## config.mk

```make
export PLATFORM = sky130hd
export DESIGN_NAME = clock_time_set_and_digit_encode
export DESIGN_NICKNAME = d
export VERILOG_FILES = /design/src/design/ctsde_pkg.sv /design/src/design/ctsde_seg_enc.sv /design/src/design/ctsde_core.sv /design/src/design/clock_time_set_and_digit_encode.sv
export SDC_FILE = /design/constraint.sdc
export NUM_CORES = 1
export LEC_CHECK = 0
export BUFFER_PORTS_ARGS = -buffer_cell sky130_fd_sc_hd__buf_2
export CAP_MARGIN = 10
export CORE_AREA = 10 10 164 90
export DETAILED_ROUTE_END_ITERATION = 6
export DIE_AREA = 0 0 174 100
export GPL_ROUTABILITY_DRIVEN = 1
export GPL_TIMING_DRIVEN = 0
export PLACE_DENSITY = 0.89
export SLEW_MARGIN = 15
export SYNTH_ARGS = -nofsm -noshare
export SYNTH_HDL_FRONTEND = slang
export SYNTH_SLANG_ARGS = --single-unit
```

## constraint.sdc

```tcl
create_clock -name clk_i -period 8.9 [get_ports clk_i]
set_input_delay 0.445 -clock clk_i [delete_from_list [all_inputs] [get_ports clk_i]]
set_output_delay 0.445 -clock clk_i [all_outputs]
set_load 0.05 [all_outputs]
```

## src/design/ctsde_pkg.sv

```systemverilog
// ----------------------------------------------------------------------------
// ctsde_pkg
// Types, codes and digit tables shared by the clock time set / encode block.
// ----------------------------------------------------------------------------
`default_nettype none

package ctsde_pkg;

  typedef enum logic [1:0] {
    ACT_LOAD  = 2'd0,
    ACT_SET   = 2'd1,
    ACT_NEXT  = 2'd2,
    ACT_LEAVE = 2'd3
  } action_e;

  // Edit mode codes
  localparam logic [1:0] MODE_HOUR   = 2'd0;
  localparam logic [1:0] MODE_MINUTE = 2'd1;
  localparam logic [1:0] MODE_AMPM   = 2'd2;

  // Clock chip register addresses
  localparam logic [1:0] REG_NONE   = 2'd0;
  localparam logic [1:0] REG_MINUTE = 2'd1;
  localparam logic [1:0] REG_HOUR   = 2'd2;

  localparam logic [4:0] HOUR_MAX   = 5'd12;
  localparam logic [6:0] MINUTE_MAX = 7'd59;
  localparam logic [7:0] SEG_BLANK  = 8'hFF;

  // Hour byte bit positions
  localparam int unsigned HB_12H = 6;
  localparam int unsigned HB_PM  = 5;

  typedef struct packed {
    action_e    action;
    logic [6:0] load_hour;
    logic [6:0] load_minute;
    logic [6:0] load_second;
  } item_t;

  typedef struct packed {
    logic [7:0] sec_ones;
    logic [7:0] sec_tens;
    logic [7:0] min_ones;
    logic [7:0] min_tens;
    logic [7:0] hour_ones;
    logic [7:0] hour_tens;
  } seg_t;

  typedef struct packed {
    logic       wr_valid;
    logic [1:0] wr_reg;
    logic [6:0] wr_data;
    logic [1:0] mode;
    seg_t       seg;
  } res_t;

  // Ones-digit segment table, blank for a non-digit
  function automatic logic [7:0] seg_low(input logic [3:0] d);
    logic [7:0] s;
    case (d)
      4'd0:    s = 8'h01;
      4'd1:    s = 8'hC7;
      4'd2:    s = 8'h22;
      4'd3:    s = 8'h82;
      4'd4:    s = 8'hC4;
      4'd5:    s = 8'h88;
      4'd6:    s = 8'h08;
      4'd7:    s = 8'hC3;
      4'd8:    s = 8'h00;
      4'd9:    s = 8'hC0;
      default: s = SEG_BLANK;
    endcase
    return s;
  endfunction

  // Tens-digit segment table; a 3-bit digit is always valid
  function automatic logic [7:0] seg_high(input logic [2:0] d);
    logic [7:0] s;
    unique case (d)
      3'd0: s = 8'h80;
      3'd1: s = 8'hB6;
      3'd2: s = 8'h44;
      3'd3: s = 8'h14;
      3'd4: s = 8'h32;
      3'd5: s = 8'h11;
      3'd6: s = 8'h01;
      3'd7: s = 8'hB4;
    endcase
    return s;
  endfunction

  // Binary 0..63 to packed BCD {tens[2:0], ones[3:0]}; d*205>>11 == d/10 here
  function automatic logic [6:0] bin_to_bcd(input logic [5:0] d);
    logic [13:0] prod;
    logic [2:0]  tens;
    logic [5:0]  tens_x10;
    logic [5:0]  ones;
    prod     = {8'd0, d} * 14'd205;
    tens     = prod[13:11];
    tens_x10 = {tens, 3'b000} - {1'b0, tens, 2'b00} + {2'b00, tens, 1'b0}
               + {2'b00, tens, 1'b0} + {2'b00, tens, 1'b0};
    ones     = d - tens_x10;
    return {tens, ones[3:0]};
  endfunction

endpackage

`default_nettype wire

```

## src/design/ctsde_seg_enc.sv

```systemverilog
// ----------------------------------------------------------------------------
// ctsde_seg_enc
// Seven-segment codes for the six time digits.
// ----------------------------------------------------------------------------
`default_nettype none

module ctsde_seg_enc import ctsde_pkg::*; (
  input  logic [6:0] hour_i,
  input  logic [6:0] minute_i,
  input  logic [6:0] second_i,
  output seg_t       seg_o
);

  logic [2:0] hour_tens;

  // 12-hour mode: only bit 4 is the tens digit
  assign hour_tens = hour_i[HB_12H] ? {2'b00, hour_i[4]} : hour_i[6:4];

  assign seg_o.sec_ones  = seg_low(second_i[3:0]);
  assign seg_o.sec_tens  = seg_high(second_i[6:4]);
  assign seg_o.min_ones  = seg_low(minute_i[3:0]);
  assign seg_o.min_tens  = seg_high(minute_i[6:4]);
  assign seg_o.hour_ones = seg_low(hour_i[3:0]);
  assign seg_o.hour_tens = seg_high(hour_tens);

endmodule

`default_nettype wire

```

## src/design/ctsde_core.sv

```systemverilog
// ----------------------------------------------------------------------------
// ctsde_core
// Time bytes and edit mode; applies one item per enabled cycle.
// ----------------------------------------------------------------------------
`default_nettype none

module ctsde_core import ctsde_pkg::*; (
  input  logic  clk_i,
  input  logic  rst_ni,
  input  logic  en_i,
  input  item_t item_i,
  output res_t  res_o
);

  logic [6:0] hour_q, hour_d;
  logic [6:0] minute_q, minute_d;
  logic [6:0] second_q, second_d;
  logic [1:0] mode_q, mode_d;

  logic [6:0] min_sum;
  logic [6:0] min_bcd;
  logic [4:0] hour_sum;
  logic [6:0] hour_bcd;
  seg_t       seg;
  logic       wr_valid;
  logic [1:0] wr_reg;
  logic [6:0] wr_data;

  // Minute: tens*10 + ones + 1, nibbles taken as given
  always_comb begin
    min_sum = {1'b0, minute_q[6:4], 3'b000} + {3'b000, minute_q[6:4], 1'b0}
              + {3'b000, minute_q[3:0]} + 7'd1;
    if (min_sum > MINUTE_MAX) begin
      min_sum = 7'd0;
    end
    min_bcd = bin_to_bcd(min_sum[5:0]);
  end

  // Hour: bit4*10 + low nibble + 1, wraps to 1 above 12
  always_comb begin
    hour_sum = (hour_q[4] ? 5'd10 : 5'd0) + {1'b0, hour_q[3:0]} + 5'd1;
    if (hour_sum > HOUR_MAX) begin
      hour_sum = 5'd1;
    end
    hour_bcd = bin_to_bcd({1'b0, hour_sum});
  end

  always_comb begin
    hour_d   = hour_q;
    minute_d = minute_q;
    second_d = second_q;
    mode_d   = mode_q;
    wr_valid = 1'b0;
    wr_reg   = REG_NONE;
    wr_data  = 7'd0;
    if (en_i) begin
      unique case (item_i.action)
        ACT_LOAD: begin
          hour_d   = item_i.load_hour;
          minute_d = item_i.load_minute;
          second_d = item_i.load_second;
        end
        ACT_SET: begin
          wr_valid = 1'b1;
          priority if (mode_q == MODE_MINUTE) begin
            minute_d = min_bcd;
            wr_reg   = REG_MINUTE;
            wr_data  = min_bcd;
          end else if (mode_q == MODE_AMPM) begin
            hour_d        = hour_q;
            hour_d[HB_PM] = ~hour_q[HB_PM];
            wr_reg        = REG_HOUR;
            wr_data       = hour_d;
          end else begin
            hour_d  = {1'b1, hour_q[HB_PM], hour_bcd[4:0]};
            wr_reg  = REG_HOUR;
            wr_data = hour_d;
          end
        end
        ACT_NEXT: begin
          priority if (mode_q == MODE_HOUR) begin
            mode_d = MODE_MINUTE;
          end else if (mode_q == MODE_MINUTE) begin
            mode_d = MODE_AMPM;
          end else begin
            mode_d = MODE_HOUR;
          end
        end
        ACT_LEAVE: begin
          mode_d = MODE_HOUR;
        end
      endcase
    end
  end

  always_ff @(posedge clk_i or negedge rst_ni) begin
    if (!rst_ni) begin
      hour_q   <= 7'd0;
      minute_q <= 7'd0;
      second_q <= 7'd0;
      mode_q   <= MODE_HOUR;
    end else begin
      hour_q   <= hour_d;
      minute_q <= minute_d;
      second_q <= second_d;
      mode_q   <= mode_d;
    end
  end

  ctsde_seg_enc u_seg_enc (
    .hour_i   (hour_d),
    .minute_i (minute_d),
    .second_i (second_d),
    .seg_o    (seg)
  );

  assign res_o = {wr_valid, wr_reg, wr_data, mode_d, seg};

endmodule

`default_nettype wire

```

## src/design/clock_time_set_and_digit_encode.sv

```systemverilog
// ----------------------------------------------------------------------------
// clock_time_set_and_digit_encode
// 12-hour BCD time setting with register write-back and seven-segment codes.
//
//   channel | valid / ready          | payload
//   --------+------------------------+----------------------------------------
//   in      | in_valid_i/in_ready_o  | action, load_hour/minute/second
//   out     | out_valid_o/out_ready_i| write_*, edit_mode, seg_* (six codes)
//
// One item per cycle sustained while the output is not stalled. An item sits
// in the input register, is applied to the time bytes, and its result lands in
// the output register. A stalled output holds the input register; the input
// still takes an item whenever the input register is empty or the output
// register is free or being drained.
// Reset clears time bytes and edit mode.
// ----------------------------------------------------------------------------
`default_nettype none

module clock_time_set_and_digit_encode import ctsde_pkg::*; (
  input  logic       clk_i,
  input  logic       rst_ni,
  input  logic       in_valid_i,
  output logic       in_ready_o,
  input  logic [1:0] action_i,
  input  logic [6:0] load_hour_i,
  input  logic [6:0] load_minute_i,
  input  logic [6:0] load_second_i,
  output logic       out_valid_o,
  input  logic       out_ready_i,
  output logic       write_valid_o,
  output logic [1:0] write_register_o,
  output logic [6:0] write_data_o,
  output logic [1:0] edit_mode_o,
  output logic [7:0] seg_sec_ones_o,
  output logic [7:0] seg_sec_tens_o,
  output logic [7:0] seg_min_ones_o,
  output logic [7:0] seg_min_tens_o,
  output logic [7:0] seg_hour_ones_o,
  output logic [7:0] seg_hour_tens_o
);

  logic  in_vld_q;
  item_t item_q;
  logic  out_vld_q;
  res_t  res_q;
  res_t  res;
  logic  out_free;
  logic  advance;

  assign out_free   = !out_vld_q || out_ready_i;
  assign advance    = in_vld_q && out_free;
  assign in_ready_o = !in_vld_q || out_free;

  always_ff @(posedge clk_i or negedge rst_ni) begin
    if (!rst_ni) begin
      in_vld_q  <= 1'b0;
      out_vld_q <= 1'b0;
    end else begin
      if (in_ready_o) begin
        in_vld_q <= in_valid_i;
      end
      if (out_free) begin
        out_vld_q <= advance;
      end
    end
  end

  always_ff @(posedge clk_i) begin
    if (in_valid_i && in_ready_o) begin
      item_q.action      <= action_e'(action_i);
      item_q.load_hour   <= load_hour_i;
      item_q.load_minute <= load_minute_i;
      item_q.load_second <= load_second_i;
    end
    if (advance) begin
      res_q <= res;
    end
  end

  ctsde_core u_core (
    .clk_i  (clk_i),
    .rst_ni (rst_ni),
    .en_i   (advance),
    .item_i (item_q),
    .res_o  (res)
  );

  assign out_valid_o      = out_vld_q;
  assign write_valid_o    = res_q.wr_valid;
  assign write_register_o = res_q.wr_reg;
  assign write_data_o     = res_q.wr_data;
  assign edit_mode_o      = res_q.mode;
  assign seg_sec_ones_o   = res_q.seg.sec_ones;
  assign seg_sec_tens_o   = res_q.seg.sec_tens;
  assign seg_min_ones_o   = res_q.seg.min_ones;
  assign seg_min_tens_o   = res_q.seg.min_tens;
  assign seg_hour_ones_o  = res_q.seg.hour_ones;
  assign seg_hour_tens_o  = res_q.seg.hour_tens;

  // A waiting item is never dropped while the output is stalled
  a_in_hold: assert property (@(posedge clk_i) disable iff (!rst_ni)
    in_vld_q && !advance |=> in_vld_q)
    else $error("input item lost while stalled");

  a_wr_addr: assert property (@(posedge clk_i) disable iff (!rst_ni)
    out_valid_o && write_valid_o |->
      (write_register_o == REG_MINUTE || write_register_o == REG_HOUR))
    else $error("write without a register address");

  a_no_wr: assert property (@(posedge clk_i) disable iff (!rst_ni)
    out_valid_o && !write_valid_o |->
      (write_register_o == REG_NONE && write_data_o == 7'd0))
    else $error("register fields set without a write");

  a_mode_rng: assert property (@(posedge clk_i) disable iff (!rst_ni)
    out_valid_o |-> edit_mode_o != 2'd3)
    else $error("edit mode out of range");

endmodule

`default_nettype wire

```

Word level (Yosys, flattened, before mapping) --
Memory sizes are Yosys's and may differ from the RTL's. A register that Yosys moved wholly into a read port is not among the register bits. Cells that the tools add are included.
Storage, ports and cells: flip-flop bits (word level) 84, ROM bits 552, input bits 27, word-level logic and storage cells 76, memories kept 6
Memory list:
- (no name shown) | depth 16, bits a word 8, rd ports 1, clocked after Yosys merged registers in 1, write ports 0, line ctsde_pkg.sv:61 | case (d)
- (no name shown) | depth 16, bits a word 8, rd ports 1, clocked after Yosys merged registers in 1, write ports 0, line ctsde_pkg.sv:61
- (no name shown) | depth 16, bits a word 8, rd ports 1, clocked after Yosys merged registers in 1, write ports 0, line ctsde_pkg.sv:61
- (no name shown) | depth 8, bits a word 7, rd ports 1, clocked after Yosys merged registers in 1, write ports 0, line ctsde_pkg.sv:80 | unique case (d)
- (no name shown) | depth 8, bits a word 7, rd ports 1, clocked after Yosys merged registers in 1, write ports 0, line ctsde_pkg.sv:80
- (no name shown) | depth 8, bits a word 7, rd ports 1, clocked after Yosys merged registers in 1, write ports 0, line ctsde_pkg.sv:80
Operators by class: add/sub/neg operators 15, $mul 2, order comparisons 2, equal/unequal tests 5, multiplexer cells 20, bitwise logic cells 1, reductions and logical operators 8
Operators by type and width (number):
- two-way mux 7 bit | 8
- case mux 7 bit (2 select lines) | 2
- subtractor 4 bit | 4
- multiplier 6 x 8 -> 14 bit, second input constant | 1
- multiplier 5 x 8 -> 13 bit, second input constant | 1
- adder 4 x 3 -> 4 bit | 3
- adder 4 bit | 3
- two-way mux 2 bit | 5
- adder 6 x 4 -> 7 bit | 1
- adder 7 x 1 -> 7 bit, second input constant | 1
- adder 7 x 4 -> 7 bit | 1
- > comparator 7 x 6 -> 1 bit, second input constant | 1
- == test 2 bit, second input constant | 3
- two-way mux 6 bit | 1
- adder 5 x 1 -> 5 bit, second input constant | 1
- adder 5 x 4 -> 5 bit | 1
- > comparator 5 x 4 -> 1 bit, second input constant | 1
- two-way mux 5 bit | 1
- == test 2 x 1 -> 1 bit, second input constant | 2
- zero test 2 bit | 2
- two-way mux 4 bit | 1
- case mux 2 bit (2 select lines) | 1
- logical AND 1 bit | 2
- zero test 1 bit | 2
- other kinds (3) | 4

Logic depth before layout (Yosys ltp) --
Gate-level depths: netlist of run 1.
depth in word-level cells 16, depth in mapped cells 37, depth with buffers taken out 35

Cells and area by module --
A second synthesis of run 1 with hierarchy kept.
Unflattened totals: cells, all modules 621, area total of the unflattened synthesis 6875.3 sq um
Modules (own cells, without submodules):
- ctsde_core | instances 1, cells an instance 378, area an instance 3293.2 sq um, sequential area each 575.6 sq um
- clock_time_set_and_digit_encode | instances 1, cells an instance 91, area an instance 2596.2 sq um, sequential area each 2542.4 sq um
- ctsde_seg_enc | instances 1, cells an instance 152, area an instance 985.9 sq um, sequential area each 0.0 sq um

Least setup slack after synthesis of run 1 --
No wires, ideal clock.
kind register -> register, from register u_core.minute_q[4], to register, netlist name seg_min_ones_o[6], library setup time 0.260 ns, arrival 7.606 ns, path slack 1.034 ns, stages on the path, launching flop included 32, buffers on the path 2, clock period less this slack 7.866 ns, path through dfrtp_1 > ha_1 > ha_1 > inv_1 > fa_1 > nand2b_1 > a21oi_2 > xnor2_1 > or4_1 > buf_2 > and3_1 > buf_2 > ha_1 > fa_1 > fa_1 > ha_1 > a21oi_1 > o21ai_0 > or3_1 > o21ai_1 > inv_1 > ha_1 > inv_1 > ha_1 > xor2_1 > fa_1 > o22ai_1 > a21oi_1 > inv_1 > ha_1 > mux2_2 > mux2_4
Between the ends: elaborated cells on any way between the ends 14, classes of those cells 8 x add/sub; 1 x mul; 1 x order compare; 4 x mux
RTL lines:
- start: declaration | line ctsde_core.sv:16 | logic [6:0] minute_q, minute_d;
- start signal: assignment | line ctsde_core.sv:104 | minute_q <= minute_d;
- adder 6 x 4 -> 7 bit (*) | line ctsde_core.sv:31 | min_sum = {1'b0, minute_q[6:4], 3'b000} + {3'b000, minute_q[6:4], 1'b0}
- adder 7 x 4 -> 7 bit (*) | line ctsde_core.sv:32 | + {3'b000, minute_q[3:0]} + 7'd1;
- adder 7 x 1 -> 7 bit (*) | line ctsde_core.sv:32
- > comparator 7 x 6 -> 1 bit | line ctsde_core.sv:33 | if (min_sum > MINUTE_MAX) begin
- two-way mux 6 bit (*) | line ctsde_core.sv:33
- multiplier 6 x 8 -> 14 bit | line ctsde_pkg.sv:99 | prod = {8'd0, d} * 14'd205;
- adder 4 bit | line ctsde_pkg.sv:101 | tens_x10 = {tens, 3'b000} - {1'b0, tens, 2'b00} + {2'b00, tens, 1'b0}
- adder 4 bit (2 in a row) | line ctsde_pkg.sv:102 | + {2'b00, tens, 1'b0} + {2'b00, tens, 1'b0};
- subtractor 4 bit (*) | line ctsde_pkg.sv:103 | ones = d - tens_x10;
- two-way mux 7 bit (*) | line ctsde_core.sv:65 | priority if (mode_q == MODE_MINUTE) begin
- case mux 7 bit (2 select lines) (*) | line ctsde_core.sv:57 | unique case (item_i.action)
- two-way mux 7 bit (*) | line ctsde_core.sv:56 | if (en_i) begin
- net u_core.minute_d[1] | line ctsde_core.sv:16
The timed path passes the listed nets; every way through them passes the cells marked *. A chain may end at the register's enable or synchronous reset.

Worst setup path in the final report of run 1 --
from register u_core.hour_q[4], to register, netlist name seg_hour_ones_o[6]
Between the ends: longest elaborated chain between the ends 15
RTL lines:
- start: declaration | line ctsde_core.sv:15 | logic [6:0] hour_q, hour_d;
- start signal: assignment | line ctsde_core.sv:103 | hour_q <= hour_d;
- two-way mux 4 bit (*) | line ctsde_core.sv:41 | hour_sum = (hour_q[4] ? 5'd10 : 5'd0) + {1'b0, hour_q[3:0]} + 5'd1;
- adder 5 x 4 -> 5 bit (*) | line ctsde_core.sv:41
- adder 5 x 1 -> 5 bit (*) | line ctsde_core.sv:41
- > comparator 5 x 4 -> 1 bit | line ctsde_core.sv:42 | if (hour_sum > HOUR_MAX) begin
- two-way mux 5 bit (*) | line ctsde_core.sv:42
- multiplier 5 x 8 -> 13 bit | line ctsde_pkg.sv:99
- subtractor 4 bit | line ctsde_pkg.sv:101
- adder 4 x 3 -> 4 bit | line ctsde_pkg.sv:101
- adder 4 x 3 -> 4 bit (2 in a row) | line ctsde_pkg.sv:102
- subtractor 4 bit (*) | line ctsde_pkg.sv:103
- two-way mux 7 bit (*) | line ctsde_core.sv:69 | end else if (mode_q == MODE_AMPM) begin
- two-way mux 7 bit (*) | line ctsde_core.sv:65
- case mux 7 bit (2 select lines) (*) | line ctsde_core.sv:57
- two-way mux 7 bit (*) | line ctsde_core.sv:56
- net u_core.hour_d[3] | line ctsde_core.sv:15
Marks and branches as above.

==> impl_metrics.py, run 1 <==
metrics = {
    "run_status": {
        "run_status": "completed",
    },
    "final_layout": {
        "final_net_count": 853,
        "layout-drive-gt1-share": 0.200,
        "stdcell_count": 894,
        "stdcell_area_mm2": 0.00787,
        "ant_diodes": 0,
        "area_delta_synth_final_pct": 15.1,
    },
    "drt": {
        "first_pass_iters": 5,
        "finalWirelength_mm": 16.9,
        "vias": 5107,
        "post-route-drc-count": 0,
        "drt.antenna.violating_nets": 0,
        "avgViaCountPerCell": 5.71,
        "routed_length_per_placed_instance_um": 18.9,
        "first_iter_violations": 548,
    },
    "logic_synthesis": {
        "syn_avg_cell_area_um2": 11.1,
        "syn_area_mm2": 0.00684,
        "yosys.area.top_type": "sky130_fd_sc_hd__edfxtp_1",
        "synth.distinct_cells": 61,
        "ys_seq_elements": 103,
        "synth_edf_count": 78,
        "netlist_top_cells_area": "sky130_fd_sc_hd__edfxtp_1 34%, sky130_fd_sc_hd__ha_1 17%, sky130_fd_sc_hd__dfrtp_1 9.2%, sky130_fd_sc_hd__fa_1 4.4%, sky130_fd_sc_hd__mux2i_1 3.8%",
        "yosys.cell_count.top_type": "sky130_fd_sc_hd__ha_1",
        "synthesis_warnings": 0,
        "synth_top_cells_by_count": "92 x sky130_fd_sc_hd__ha_1, 78 x sky130_fd_sc_hd__edfxtp_1, 60 x sky130_fd_sc_hd__inv_1, 44 x sky130_fd_sc_hd__nor2_1, 42 x sky130_fd_sc_hd__nand2_1",
        "ys_seq_area_frac": 0.434,
        "yosys.area.top_type_share": 0.343,
        "async_flop_share": 0.243,
        "synth_top_flop_cell": "sky130_fd_sc_hd__edfxtp_1",
        "postSynthCellCount": 615,
    },
    "clock_network": {
        "cts_tree": "built",
        "cts.htree.levels": 3,
        "max-clock-path-buffers": 2,
        "numClockSinks": 103,
        "cts_hold_buffers": 0,
        "cts_inserted_buffers": 9,
        "worstSkewPairLatency_ps": 350,
        "clk_transition_reported_paths_ps": 60,
        "cts_root_buf": "sky130_fd_sc_hd__clkbuf_16",
    },
    "floorplan": {
        "full_die_area_mm2": 0.0174,
        "top_level_ports": 89,
        "rows": 29,
        "start_util": 0.564,
        "core_area_mm2": 0.0121,
        "die_ht_um": 100,
        "die_w_um": 174,
    },
    "critical_path": {
        "worstRegToRegCells": 27,
        "element_type_at_the_critical_path_end": "flop",
        "cp_num_buf_inv": 2,
        "critical_path_peak_fanout": 7,
        "critPathArrivalTime_ps": 8700,
        "regToRegStartpoint": "u_core.hour_q[4]$_DFF_PN0_",
        "regToRegEndpoint": "seg_hour_ones_o[6]$_DFFE_PP_",
        "critical_path.slowest_cell": "sky130_fd_sc_hd__o41ai_2",
        "crit_path_start_kind": "flop",
        "timing.reg2reg.setup_slack_ps": 300,
        "critPathRequiredTime_ps": 9000,
        "cpLargestDelayFamily": "adder cells",
        "criticalPathCategory": "reg -> reg",
        "cp_common_cell": "sky130_fd_sc_hd__ha_1",
        "critical-path-max-stage-delay_ps": 600,
    },
    "place": {
        "placed_inst_area_mm2": 0.00751,
        "placed_cells": 876,
        "dpl.hpwl_mm": 13.0,
        "io_buffers": 84,
        "routabilityCongestion": 0.886,
    },
    "sta": {
        "final_max_tran_viols": 0,
        "timing.final.hold_violations": 0,
        "worst-slew-pin-transition_ps": 1070,
        "finClkSkew_ps": 3.81,
        "clock.fmax_mhz": 116,
        "rsz0062_at_grt": "yes",
        "timing.slew.headroom": 0.289,
        "setup_viol": 0,
        "finalCritPeriodShare": 0.967,
        "totalNegativeSetupSlack_ps": 0,
        "finalCriticalPeriod_ps": 8600,
    },
    "grt": {
        "grt_busiest_layer": "met2",
        "largest_net_degree_at_the_start_of_global_routing": 32,
        "grt.total_usage": 0.185,
        "first_pass_grt_wire_length_mm": 25.9,
        "grt-ovfl-total": 0,
        "grt_use_met2": 0.283,
        "globalRouteMet3Util": 0.0622,
        "number_of_global_route_vias_before_repair": 4956,
        "initial_antenna_violation_count": 0,
        "grt_util_met1": 0.249,
    },
    "worst_hold_path": {
        "holdCritPathClass": "in -> async",
    },
    "run": {
        "drv.max_cap_violation_count": 0,
    },
}
[how the worst max path moves through the flow]
| stage | startpoint | endpoint | slack, ps | cells past startpoint |
|---|---|---|---|---|
| finish | u_core.hour_q[4]$_DFF_PN0_ | seg_hour_ones_o[6]$_DFFE_PP_ | 300 | 27 |
| global route | u_core.minute_q[4]$_DFF_PN0_ | seg_min_ones_o[7]$_DFFE_PP_ | -10 | 33 |
| CTS | u_core.minute_q[4]$_DFF_PN0_ | seg_min_ones_o[6]$_DFFE_PP_ | 70 | 31 |
| detailed placement | u_core.minute_q[1]$_DFF_PN0_ | seg_min_ones_o[6]$_DFFE_PP_ | 70 | 31 |
| global placement | u_core.minute_q[4]$_DFF_PN0_ | seg_min_ones_o[6]$_DFFE_PP_ | 390 | 31 |
| floorplan | u_core.minute_q[4]$_DFF_PN0_ | seg_min_ones_o[6]$_DFFE_PP_ | 1030 | 31 |
[cell families (layout without fill, tap and decap cells)]
kind of cell / after synthesis / after routing / share of synthesized area
AO/OA/AOI/OAI: 121 / 121 / 0.116
XOR/XNOR: 25 / 25 / 0.0353
other: 1 / 7 / 0.000549
buffers and inverters: 82 / 185 / 0.0485
flip-flops: 103 / 103 / 0.434
adder cells (fa/ha/maj): 107 / 107 / 0.212
AND/OR/NAND/NOR: 139 / 139 / 0.0963
multiplexers: 37 / 37 / 0.0573
[registers in the layout (all words and copies together) (netlist names), 5 cells and up]
| register | cells |
|---|---|
| seg_sec_tens_o | 7 |
| write_data_o | 7 |
| u_core.minute_q | 7 |
| seg_hour_ones_o | 8 |
| seg_sec_ones_o | 8 |
| item_q | 23 |
| seg_min_ones_o | 8 |
| seg_min_tens_o | 7 |
| seg_hour_tens_o | 5 |
| u_core.second_q | 7 |
| u_core.hour_q | 7 |
[final cells by class]
class	instances	area (µm²)
fill	931	4250
multi-input combinational	436	3610
sequential	103	2970
timing repair buffer	88	475
clock buffer	12	246
inverter	61	229
tap	170	213
buffer	20	98.8
clock inverter	4	31.3
[per-stage QoR]
step / setup slack, ps / utilization / hold slack [ps]
after floorplan: 1030 / - / 149
after global placement: 390 / 0.618 / 476
after detailed placement: 71.8 / 0.620 / 492
after CTS: 73.3 / 0.643 / 138
after global routing: -11.8 / 0.649 / 173
final: 296 / 0.649 / 133
[per-layer routing]
metal / part of all wire / vias up
li1: - / 2393
met1: 0.44 / 2463
met2: 0.44 / 228
met3: 0.10 / 23
met4: 0.012 / 0
met5: 0 / -
[timing repair]
item                                   in CTS  in global routing
endpoints found under the hold margin       0                  0
buffers inserted                            0                  3
setup endpoints to repair                   0                 16
gates resized for setup                     0                 11
[layout by cell type (no fill, tap or decap), types with 8 or more instances in the layout]
master	n
sky130_fd_sc_hd__o22ai_1	11
sky130_fd_sc_hd__nor2b_1	8
sky130_fd_sc_hd__fa_1	15
sky130_fd_sc_hd__dfrtp_1	25
sky130_fd_sc_hd__nand2_1	42
sky130_fd_sc_hd__a21oi_1	35
sky130_fd_sc_hd__clkbuf_16	9
sky130_fd_sc_hd__mux2_2	9
sky130_fd_sc_hd__xor2_1	8
sky130_fd_sc_hd__ha_1	92
sky130_fd_sc_hd__nand2b_1	9
sky130_fd_sc_hd__a21o_1	11
sky130_fd_sc_hd__buf_2	88
sky130_fd_sc_hd__o21ai_0	24
sky130_fd_sc_hd__mux2i_1	26
sky130_fd_sc_hd__xnor2_1	13
sky130_fd_sc_hd__clkbuf_1	11
sky130_fd_sc_hd__nor2_1	43
sky130_fd_sc_hd__inv_1	58
sky130_fd_sc_hd__edfxtp_1	78
Power of run 1 is left out: the tool's default activity adds up to more than one toggle a clock period on the data nets, which glitch-free logic cannot reach.
==> run 2: changes to the inputs <==
RECOVER_POWER = 25   (was default)
==> run 2 against run 1 <==
Net effect: sequential share of layout area increased by 0.11 points; critical endpoint unchanged; count of clock-buffer cells in the layout unchanged; first-iteration DRC count decreased by 4.4%; flip-flop and latch count unchanged; die area unchanged; final cell count unchanged; maximum frequency increased by 0.41%; the run now ends with max-capacitance violations, max-slew violations left.
==> impl_metrics.py, run 2 (synthesis results as in run 1) <==
metrics = {
    "run_status": {
        "run_status": "complete, but fails checks",
        "violated_checks": "max-capacitance violations, max-slew violations",
    },
    "critical_path": {
        "cp_num_buf_inv": 2,
        "critical_path_peak_fanout": 7,
        "cpLargestDelayFamily": "adder cells",
        "element_type_at_the_critical_path_end": "flop",
        "crit_path_start_kind": "flop",
        "cp_common_cell": "sky130_fd_sc_hd__ha_1",
        "timing.reg2reg.setup_slack_ps": 330,
        "critPathRequiredTime_ps": 9000,
        "critical-path-max-stage-delay_ps": 600,
        "criticalPathCategory": "reg -> reg",
        "critPathArrivalTime_ps": 8660,
        "critical_path.slowest_cell": "sky130_fd_sc_hd__o41ai_2",
        "worstRegToRegCells": 27,
        "cp_num_cells": 27,
    },
    "place": {
        "io_buffers": 84,
        "routabilityCongestion": 0.886,
        "dpl.hpwl_mm": 13.0,
    },
    "floorplan": {
        "die_w_um": 174,
        "top_level_ports": 89,
        "die_ht_um": 100,
        "start_util": 0.564,
        "full_die_area_mm2": 0.0174,
        "core_area_mm2": 0.0121,
        "rows": 29,
    },
    "final_layout": {
        "final_net_count": 853,
        "largest_register_ffs": 23,
        "area_delta_synth_final_pct": 14.8,
        "ant_diodes": 0,
        "layout-drive-gt1-share": 0.174,
        "registers.top_by_ff_count": "item_q",
        "mostFrequentLayoutCell": "sky130_fd_sc_hd__ha_1",
        "most_frequent_cells_in_the_layout": "92 x sky130_fd_sc_hd__ha_1, 78 x sky130_fd_sc_hd__edfxtp_1, 69 x sky130_fd_sc_hd__buf_2",
    },
    "sta": {
        "worst-slew-pin-transition_ps": 1570,
        "finalCriticalPeriod_ps": 8570,
        "timing.final.hold_violations": 0,
        "finClkSkew_ps": 4.89,
        "final_max_tran_viols": 26,
        "setup_viol": 0,
        "timing.hold.ws_ps": 271,
        "finalCritPeriodShare": 0.963,
        "timing.slew.headroom": -0.0489,
        "rsz0062_at_grt": "yes",
        "clock.fmax_mhz": 117,
    },
    "run": {
        "drv.max_cap_violation_count": 1,
    },
    "clock_network": {
        "cts_tree": "built",
        "max-clock-path-buffers": 2,
        "cts_root_buf": "sky130_fd_sc_hd__clkbuf_16",
        "clk_transition_reported_paths_ps": 70,
        "numClockSinks": 103,
        "cts.htree.levels": 3,
        "worstSkewPairLatency_ps": 350,
        "cts_inserted_buffers": 9,
    },
    "grt": {
        "largest_net_degree_at_the_start_of_global_routing": 32,
        "initial_antenna_violation_count": 0,
        "first_pass_grt_wire_length_mm": 25.9,
        "number_of_global_route_vias_before_repair": 4956,
        "grt.total_usage": 0.185,
        "grt-ovfl-total": 0,
    },
    "drt": {
        "finalWirelength_mm": 16.8,
        "post-route-drc-count": 0,
        "vias": 5136,
        "avgViaCountPerCell": 5.74,
        "drt.antenna.violating_nets": 0,
        "first_iter_violations": 524,
        "first_pass_iters": 5,
        "routed_length_per_placed_instance_um": 18.8,
    },
    "worst_hold_path": {
        "holdCritPathClass": "in -> reg",
        "holdPathStages": 1,
    },
}
run 2: cell types whose count changed in the layout (fill, tap and decap cells not counted), sizes merged:
cell	delta
buf	-19
clkbuf	+19
run 2: worst paths after layout:
check / endpoint / startpoint
min in group asynchronous: u_core.hour_q[4]$_DFF_PN0_ / rst_ni
max reg2reg: seg_hour_ones_o[6]$_DFFE_PP_ / u_core.hour_q[4]$_DFF_PN0_
max: seg_hour_ones_o[6]$_DFFE_PP_ / u_core.hour_q[4]$_DFF_PN0_
max in group asynchronous: u_core.minute_q[4]$_DFF_PN0_ / rst_ni
min: item_q[4]$_DFFE_PP_ / load_second_i[4]
min reg2reg: out_valid_o$_DFFE_PN0P_ / in_vld_q$_DFFE_PN0N_
run 2: per-layer routing:
metal,part of all wire,global-route usage,routed length [µm]
met4,0.011,0.0405,189
met3,0.094,0.0622,1580
met5,0,0,0
met1,0.45,0.249,7530
met2,0.45,0.283,7520
run 2: final cells by class:
type                    count  area (µm²)
plain buffers              20        98.8
clock buffers              12         246
clock inverters             4        31.3
fillers                   935        4270
inverters                  61         229
multi-input cells         436        3610
flip-flops and latches    103        2970
well taps                 170         213
repair buffers             88         452
run 2: stage by stage:
step	std cells	TNS, ps	area [µm²]	worst slack [ps]	utilization
6_report	894	0	7850	331	0.647
4_1_cts	892	0	7790	73.3	0.643
3_5_place_dp	876	0	7510	71.8	0.620
2_1_floorplan	621	0	6860	1030	-
5_1_grt	894	-19.8	7850	-11.8	0.647
3_3_place_gp	875	0	7490	390	0.618
run 2: what timing repair did:
action,4_1_cts,5_1_grt
hold endpoints to repair,0,0
hold buffers,0,0
buffers inserted,0,3
resized for setup,0,11
setup endpoints to repair,0,16
Power of run 2 is left out for the same reason.
==> run 3: changes to the inputs <==
CORE_AREA = 10 10 209 112   (was 10 10 164 90)
DIE_AREA = 0 0 219 122   (was 0 0 174 100)
HOLD_SLACK_MARGIN = 0.15   (was default)
PLACE_DENSITY = 0.61   (was 0.89)
==> run 3 against run 2 <==
Net effect: the flow still finishes with violations (max-capacitance violations, max-slew violations); count of clock-buffer cells in the layout did not move; clock skew rose by 2.2 ps; routed wire length fell by 1.2%; hold slack barely moved; largest cell class unchanged.
==> impl_metrics.py, run 3 (synthesis results as in run 1) <==
metrics = {
    "grt": {
        "number_of_global_route_vias_before_repair": 4645,
        "first_pass_grt_wire_length_mm": 26.1,
        "largest_net_degree_at_the_start_of_global_routing": 59,
        "initial_antenna_violation_count": 0,
        "grt.total_usage": 0.124,
        "grt-ovfl-total": 0,
    },
    "critical_path": {
        "timing.reg2reg.setup_slack_ps": 410,
        "worst_setup_path_startpoint": "u_core.minute_q[4]$_DFF_PN0_",
        "critPathArrivalTime_ps": 8580,
        "cp_common_cell": "sky130_fd_sc_hd__ha_1",
        "crit_path_start_kind": "flop",
        "criticalPathCategory": "reg -> reg",
        "critical-path-max-stage-delay_ps": 620,
        "element_type_at_the_critical_path_end": "flop",
        "critical_path.slowest_cell": "sky130_fd_sc_hd__fa_1",
        "critical_path_peak_fanout": 7,
        "critPathRequiredTime_ps": 9000,
        "regToRegStartpoint": "u_core.minute_q[4]$_DFF_PN0_",
    },
    "sta": {
        "clock.fmax_mhz": 118,
        "finalCriticalPeriod_ps": 8490,
        "totalNegativeSetupSlack_ps": 0,
        "setup_viol": 0,
        "worst-slew-pin-transition_ps": 1570,
        "timing.hold.ws_ps": 272,
        "final_max_tran_viols": 26,
        "timing.slew.headroom": -0.0442,
        "rsz0062_at_grt": "yes",
        "finClkSkew_ps": 7.06,
        "postLayoutSetupSlackWorst_ps": 412,
        "finalCritPeriodShare": 0.954,
        "timing.final.hold_violations": 0,
    },
    "clock_network": {
        "cts.htree.levels": 3,
        "cts_tree": "built",
        "cts_root_buf": "sky130_fd_sc_hd__clkbuf_16",
        "clk_transition_reported_paths_ps": 70,
        "max-clock-path-buffers": 2,
        "worstSkewPairLatency_ps": 350,
        "cts_inserted_buffers": 9,
        "numClockSinks": 103,
    },
    "drt": {
        "finalWirelength_mm": 16.6,
        "avgViaCountPerCell": 4.84,
        "drt.antenna.violating_nets": 0,
        "first_pass_iters": 5,
        "routed_length_per_placed_instance_um": 16.7,
        "vias": 4822,
        "post-route-drc-count": 0,
        "first_iter_violations": 331,
    },
    "final_layout": {
        "area_delta_synth_final_pct": 16.7,
        "ant_diodes": 0,
        "most_frequent_cells_in_the_layout": "92 x sky130_fd_sc_hd__ha_1, 78 x sky130_fd_sc_hd__edfxtp_1, 70 x sky130_fd_sc_hd__buf_2",
        "registers.top_by_ff_count": "item_q",
        "mostFrequentLayoutCell": "sky130_fd_sc_hd__ha_1",
        "layout-drive-gt1-share": 0.171,
        "final_net_count": 853,
        "largest_register_ffs": 23,
    },
    "worst_hold_path": {
        "min-delay-start": "load_second_i[0]",
        "holdCritPathClass": "in -> reg",
    },
    "place": {
        "dpl.hpwl_mm": 12.9,
        "pre_cts_ws_ps": 130,
        "io_buffers": 84,
        "routabilityCongestion": 0.832,
    },
    "run": {
        "drv.max_cap_violation_count": 1,
    },
    "floorplan": {
        "rows": 37,
        "die_ht_um": 122,
        "die_w_um": 219,
        "core_area_mm2": 0.0200,
        "top_level_ports": 89,
        "start_util": 0.342,
        "full_die_area_mm2": 0.0267,
    },
    "run_status": {
        "violated_checks": "max-capacitance violations, max-slew violations",
        "run_status": "complete, but fails checks",
    },
}
==> run 3: cell types whose count changed in the layout (fill, tap and decap cells not counted), sizes merged <==
| cell | before | now |
|---|---|---|
| clkbuf | 40 | 39 |
| dlygate4sd3 | 0 | 1 |
| clkinvlp | 0 | 1 |
| bufinv | 0 | 1 |
| clkinv | 5 | 3 |
==> run 3: through the flow <==
step,utilization,cell area (µm²),instances
2_1_floorplan,-,6860,621
3_3_place_gp,0.381,7620,978
3_5_place_dp,0.381,7620,978
4_1_cts,0.396,7920,995
5_1_grt,0.399,7980,997
6_report,0.399,7980,997
==> run 3: layout make-up <==
type / count / area, µm²
Buffer: 20 / 98.8
Clock buffer: 12 / 236
Clock inverter: 4 / 47.5
Fill cell: 1994 / 12000
Inverter: 61 / 231
Multi-Input combinational cell: 436 / 3610
Sequential cell: 103 / 2970
Tap cell: 273 / 342
Timing Repair Buffer: 88 / 443
==> run 3: metal layers <==
layer,global-route usage,wire (µm),vias up
li1,-,-,2399
met1,0.192,8890,2292
met2,0.161,6420,124
met3,0.0440,1240,7
met4,0.0176,53,0
met5,0,0,-
==> run 3: repair_timing <==
| item | 4_1_cts | 5_1_grt |
|---|---|---|
| setup buffers | 0 | 3 |
| endpoints found under the setup margin | 0 | 16 |
| resized for setup | 0 | 10 |
| endpoints found under the hold margin | 16 | 0 |
| hold buffers | 1 | 0 |
==> run 3: path summary, 6_finish.rpt <==
kind / cells past startpoint / to
max in group asynchronous: 2 / u_core.second_q[2]$_DFF_PN0_
setup / recovery: 32 / seg_min_ones_o[6]$_DFFE_PP_
hold / removal: 1 / item_q[0]$_DFFE_PP_
min in group asynchronous: 2 / u_core.hour_q[6]$_DFF_PN0_
hold reg to reg: 1 / out_valid_o$_DFFE_PN0P_
setup reg to reg: 32 / seg_min_ones_o[6]$_DFFE_PP_
==> run 3: worst max-delay path: cells and delay by family (launching register included) <==
kind | cells | cell delay, ps
xor gates and xnor gates | 2 | 310
adders and majority gates | 11 | 3910
AOI/OAI and AO/OA | 6 | 1050
buffers and inverters | 6 | 610
DFF | 1 | 420
muxes | 2 | 540
and+or+nand+nor | 5 | 1400
Power of run 3 is left out for the same reason.
